### src/hw/rtl/sobel_ram.sv
// Generic single-port-write, single-port-read RAM with registered read data.
// Standalone; used for the line stores of the Sobel core.
module sobel_ram #(
	parameter int WIDTH = 8,
	parameter int DEPTH = 512
) (
	input  logic                     clk,
	input  logic                     we,
	input  logic [$clog2(DEPTH)-1:0] waddr,
	input  logic [WIDTH-1:0]         wdata,
	input  logic                     re,
	input  logic [$clog2(DEPTH)-1:0] raddr,
	output logic [WIDTH-1:0]         rdata
);

	logic [WIDTH-1:0] mem [DEPTH];

	always_ff @(posedge clk) begin
		if (we) begin
			mem[waddr] <= wdata;
		end
		if (re) begin
			rdata <= mem[raddr];
		end
	end

endmodule

### config.mk
export PLATFORM = sky130hd
export DESIGN_NAME = sobel_ram
export DESIGN_NICKNAME = d
export VERILOG_FILES = /design/src/hw/rtl/sobel_ram.sv
export SDC_FILE = /design/constraint.sdc
export NUM_CORES = 2
export LEC_CHECK = 0
export BUFFER_PORTS_ARGS = -buffer_cell sky130_fd_sc_hd__clkbuf_2
export CAP_MARGIN = 20
export CORE_ASPECT_RATIO = 0.75
export CORE_MARGIN = 3
export CORE_UTILIZATION = 62
export CTS_BUF_LIST = sky130_fd_sc_hd__clkbuf_4
export DETAILED_ROUTE_END_ITERATION = 12
export PLACE_DENSITY = 0.78
export REMOVE_ABC_BUFFERS = 1
export SLEW_MARGIN = 20
export SYNTH_ARGS = -nofsm -noshare
export SYNTH_HDL_FRONTEND = slang
export SYNTH_SLANG_ARGS = --single-unit
### constraint.sdc
create_clock -name clk -period 3.7 [get_ports clk]
set_input_delay 0.74 -clock clk [delete_from_list [all_inputs] [get_ports clk]]
set_output_delay 0.74 -clock clk [all_outputs]
set_load 0.1 [all_outputs]
==> metrics.sh <==
DR_TOTAL_VIAS=89910
POST_SYNTH_SIMPLE_GATE_AREA_PCT=2.630
GLOBALROUTE.TOTALOVERFLOW=0
NETLIST_TOP_CELLS_AREA='edfxtp_1, mux4_2, mux2i_1'
NUMPLACEDINSTANCES=11800
TIMING.SLEW.HEADROOM_PCT=28.00
POSTSYNTHAREAPERCELL_UM2=19.93
WORST-PATH-MAX-FANOUT=2
CRIT_PATH_START_KIND='register'
CLOCK_TREE.HTREE_LEVEL_COUNT=6
PLACE_HPWL_UM=262000
GRT_SETUP_UNREPAIRED='no'
REMAINING_DRCS=0
CLK_PIN_SLEW_PS=80
POWER.LEAKAGE_uW=0.06011
PATH_TYPE_OF_THE_WORST_SETUP_PATH='reg -> reg'
MAIN_COMBINATIONAL_CELL_FAMILY_BY_AREA_AFTER_SYNTHESIS='multiplexers'
TOTAL_SWITCHING_POWER_uW=20570
REPORT.FINAL.HOLD_VIOL_COUNT=0
MIN_PATH_CELLS=5
RUN_STATUS='finished clean'
ANT_NETS=0
FINAL-INSTANCE-COUNT-EXCL-FILL=13400
NNETSFINAL=9333
DRT_PRE_ANTENNA_ITERS=7
SETUP_VIOLATORS_FINAL=0
DETAIL_ROUTE.VIAS_PER_CELL=6.712
CTS-ROOT-BUF='clkbuf_4'
POSTSYNTH.ASYNCRESETSHARE_PCT=0
DIEWIDTH_UM=592.6
DRT-TOTAL-WL_UM=419100
YOSYS_MOST_USED_DFF='edfxtp_1'
SYNTH.FF_LATCH_COUNT=4104
YOSYS_WARNINGS=0
CTS_BUFFERS=894
WORST-ENDPOINT-REQUIRED_PS=5000
LAYOUT_WORST_PATH_CYCLE_SHARE_PCT=97.21
CTS_TREE='built'
DRT-WIRELENGTH-PER-CELL_UM=31.28
CORE_AREA_UM2=255000
MAX-CLOCK-PATH-BUFFERS=4
COMBINED_AREA_OF_ALL_SYNTHESIZED_CELLS_UM2=160000
COMBINATIONAL_SHARE_OF_POWER_PCT=5.7
MAX_CAP_VIOLATIONS=0
POST_SYNTH_INST_COUNT=8030
POWER.INTERNAL_uW=70270
PORTION_OF_NETLIST_AREA_OCCUPIED_BY_MUX_CELLS_PCT=14.19
NUMBER_OF_ANTENNA_VIOLATIONS_AT_THE_FIRST_CHECK_IN_GLOBAL_ROUTING=23
SLEW_VIOL_FINAL=0
SYNTH_TOP_CELL_AREA_SHARE_PCT=77.02
PRE_CTS_WS_PS=-956.2
YOSYS.AREA.TOP_TYPE='edfxtp_1'
ENDPOINT_KIND='register'
INITIAL_CORE_UTIL_PCT=62.74
WORST-ENDPOINT-ARRIVAL_PS=4900
SKEW_PS=107.3
TIMING.FMAX_MHz=278.0
NETSWITCHINGFRACTION_PCT=22.65
YS_TOP_CELLS_BY_COUNT='edfxtp_1, mux2i_1, mux4_2'
SEQ_POWER_SHARE_PCT=56.4
GRT.TOTAL_USAGE_PCT=31.82
SETUP_WS_PS=103.3
DIE_HEIGHT_UM=446.0
FINAL_UTIL_PCT=71.09
SYNTHADDERAREAFRAC_PCT=0
FINAL_LAYOUT_SIZE_SUFFIX_GT1_SHARE_PCT=29.73
PEAK_SUPPLY_DROP_mV=0.3548
DRT-INITIAL-DRC-COUNT=14070
CLKPWRFRAC_PCT=37.9
FP-ROW-COUNT=160
YS_SEQ_AREA_SHARE_PCT=77.02
SYNTH.DISTINCT_CELLS=50
YOSYS.AREA_SHARE.XOR_XNOR_PCT=0
NUMPORTBUFFERS=36
GRT_FIRST_PASS_WIRELENGTH_UM=607300
WORST_PIN_SLEW_PS=1080
SYNTH_EDF_COUNT=4104
TOP_LEVEL_PORTS=37
SYNTH_COMPOUND_GATE_AREA_SHARE_PCT=4.311
CTS.REPAIR_TIMING.SETUP_BUFFER_COUNT=0
GP_CONGESTION=0.9506
REGISTER_TO_REGISTER_PATH_DEPTH=10
WORSTSKEWPAIRLATENCY_PS=1440
FP.DIEAREA_UM2=264300
VIA_COUNT_OF_THE_FIRST_GLOBAL_ROUTING_PASS=89260
FLOW.AREA_GROWTH_FROM_SYNTHESIS_PCT=13.32
GRT_START_MAX_NET_PINS=173
HP-CLASS='in -> reg'
CELLPOWERDENSITY_nW_PER_UM2=501.0
SYNTH.MOST_COMMON_CELL='edfxtp_1'
PERIOD_NEEDED_PS=3597
CLKSINKCOUNT=4104
metrics by stage:
| stage | TNS (ps) | instance area (um^2) | total power (uW) | hold slack (ps) |
|---|---|---|---|---|
| after CTS | 0 | 181300 | 90950 | 11.62 |
| after global placement | -3491 | 169800 | 57140 | 1102 |
| after global routing | 0 | 181300 | 93600 | 103.6 |
| after detailed placement | -3682 | 169900 | 57280 | 1101 |
| final | 0 | 181300 | 90840 | 122.3 |
| after floorplan | -46060 | 157100 | 54090 | 838.9 |
worst paths after layout:
kind / startpoint / endpoint / slack (ps)
worst min register to register: mem[152][5] / rdata[5] / 1170
worst max register to register: mem[265][0] / rdata[0] / 100
worst min-delay path: raddr[3] / rdata[5] / 120
worst max-delay path: mem[265][0] / rdata[0] / 100
critical path, cell delays in order, from the launching register on:
cell and delay [ps]:
edfxtp_1 330, mux2i_1 90, o221ai_1 420, a21oi_1 290, nor4_1 460, buf_4 180, nand4_1 370, buf_4 300
nor4_2 600, buf_4 220, o2111a_1 210
cells by family (layout without fill, tap and decap cells):
group,count (synthesis),count (layout)
DFF,4104,4104
muxes,1451,1451
and+or+nand+nor,980,980
AOI/OAI and AO/OA,979,979
buffers and inverters,516,2465
other,0,15
layout by cell type, fill, tap and decap left out, drive strengths merged, types with 6 or more instances in the layout:
cell	instances
o41ai	7
edfxtp	4104
clkinv	186
o21ai	119
or3	6
o311ai	6
inv	17
nand2	111
nor2b	6
nor4	36
clkinvlp	6
buf	855
bufinv	10
a22oi	61
nand3	36
o2111a	8
o31ai	13
dlygate4sd3	11
diode	15
nor2	597
clkbuf	1380
mux2i	797
nor3	109
a21oi	194
o22ai	163
and2	20
nor3b	8
o221ai	372
mux4	654
a211oi	17
nand4	32
final cells by class:
cell class,count,area (um^2)
flip-flops and latches,4104,123200
inverters,3,18.77
well taps,3402,4257
diodes,15,37.54
repair buffers,891,8468
clock inverters,216,1129
fillers,14850,73730
multi-input cells,3410,34000
clock buffers,1355,10170
power groups by stage:
stage	sequential (uW)	clock (uW)	combinational, uW
4_1_cts	51200	34700	5070
5_1_grt	51200	37100	5360
3_3_place_gp	52200	0	4910
3_5_place_dp	52200	0	5040
6_report	51200	34400	5190
2_1_floorplan	52300	0	1780
metal layers:
| metal | GRT usage [%] | vias up | part of all wire (%) | routed length [um] |
|---|---|---|---|---|
| met5 | 0 | - | 0.030 | 127 |
| met3 | 11.64 | 948 | 16 | 67050 |
| met1 | 46.02 | 45070 | 36 | 150600 |
| met4 | 11.61 | 20 | 3.8 | 15920 |
| li1 | - | 36600 | - | - |
| met2 | 45.11 | 7276 | 44 | 185300 |
sequential cells by signal, indices dropped and copies added, names as in the netlist:
signal,count
mem,4096
rdata,8
what timing repair did:
| item | CTS | global route |
|---|---|---|
| setup endpoints to repair | 0 | 1 |
| hold buffers | 11 | 0 |
| resized for setup | 0 | 1 |
| hold endpoints to repair | 1422 | 0 |
(Power assumes the default switching activity.)
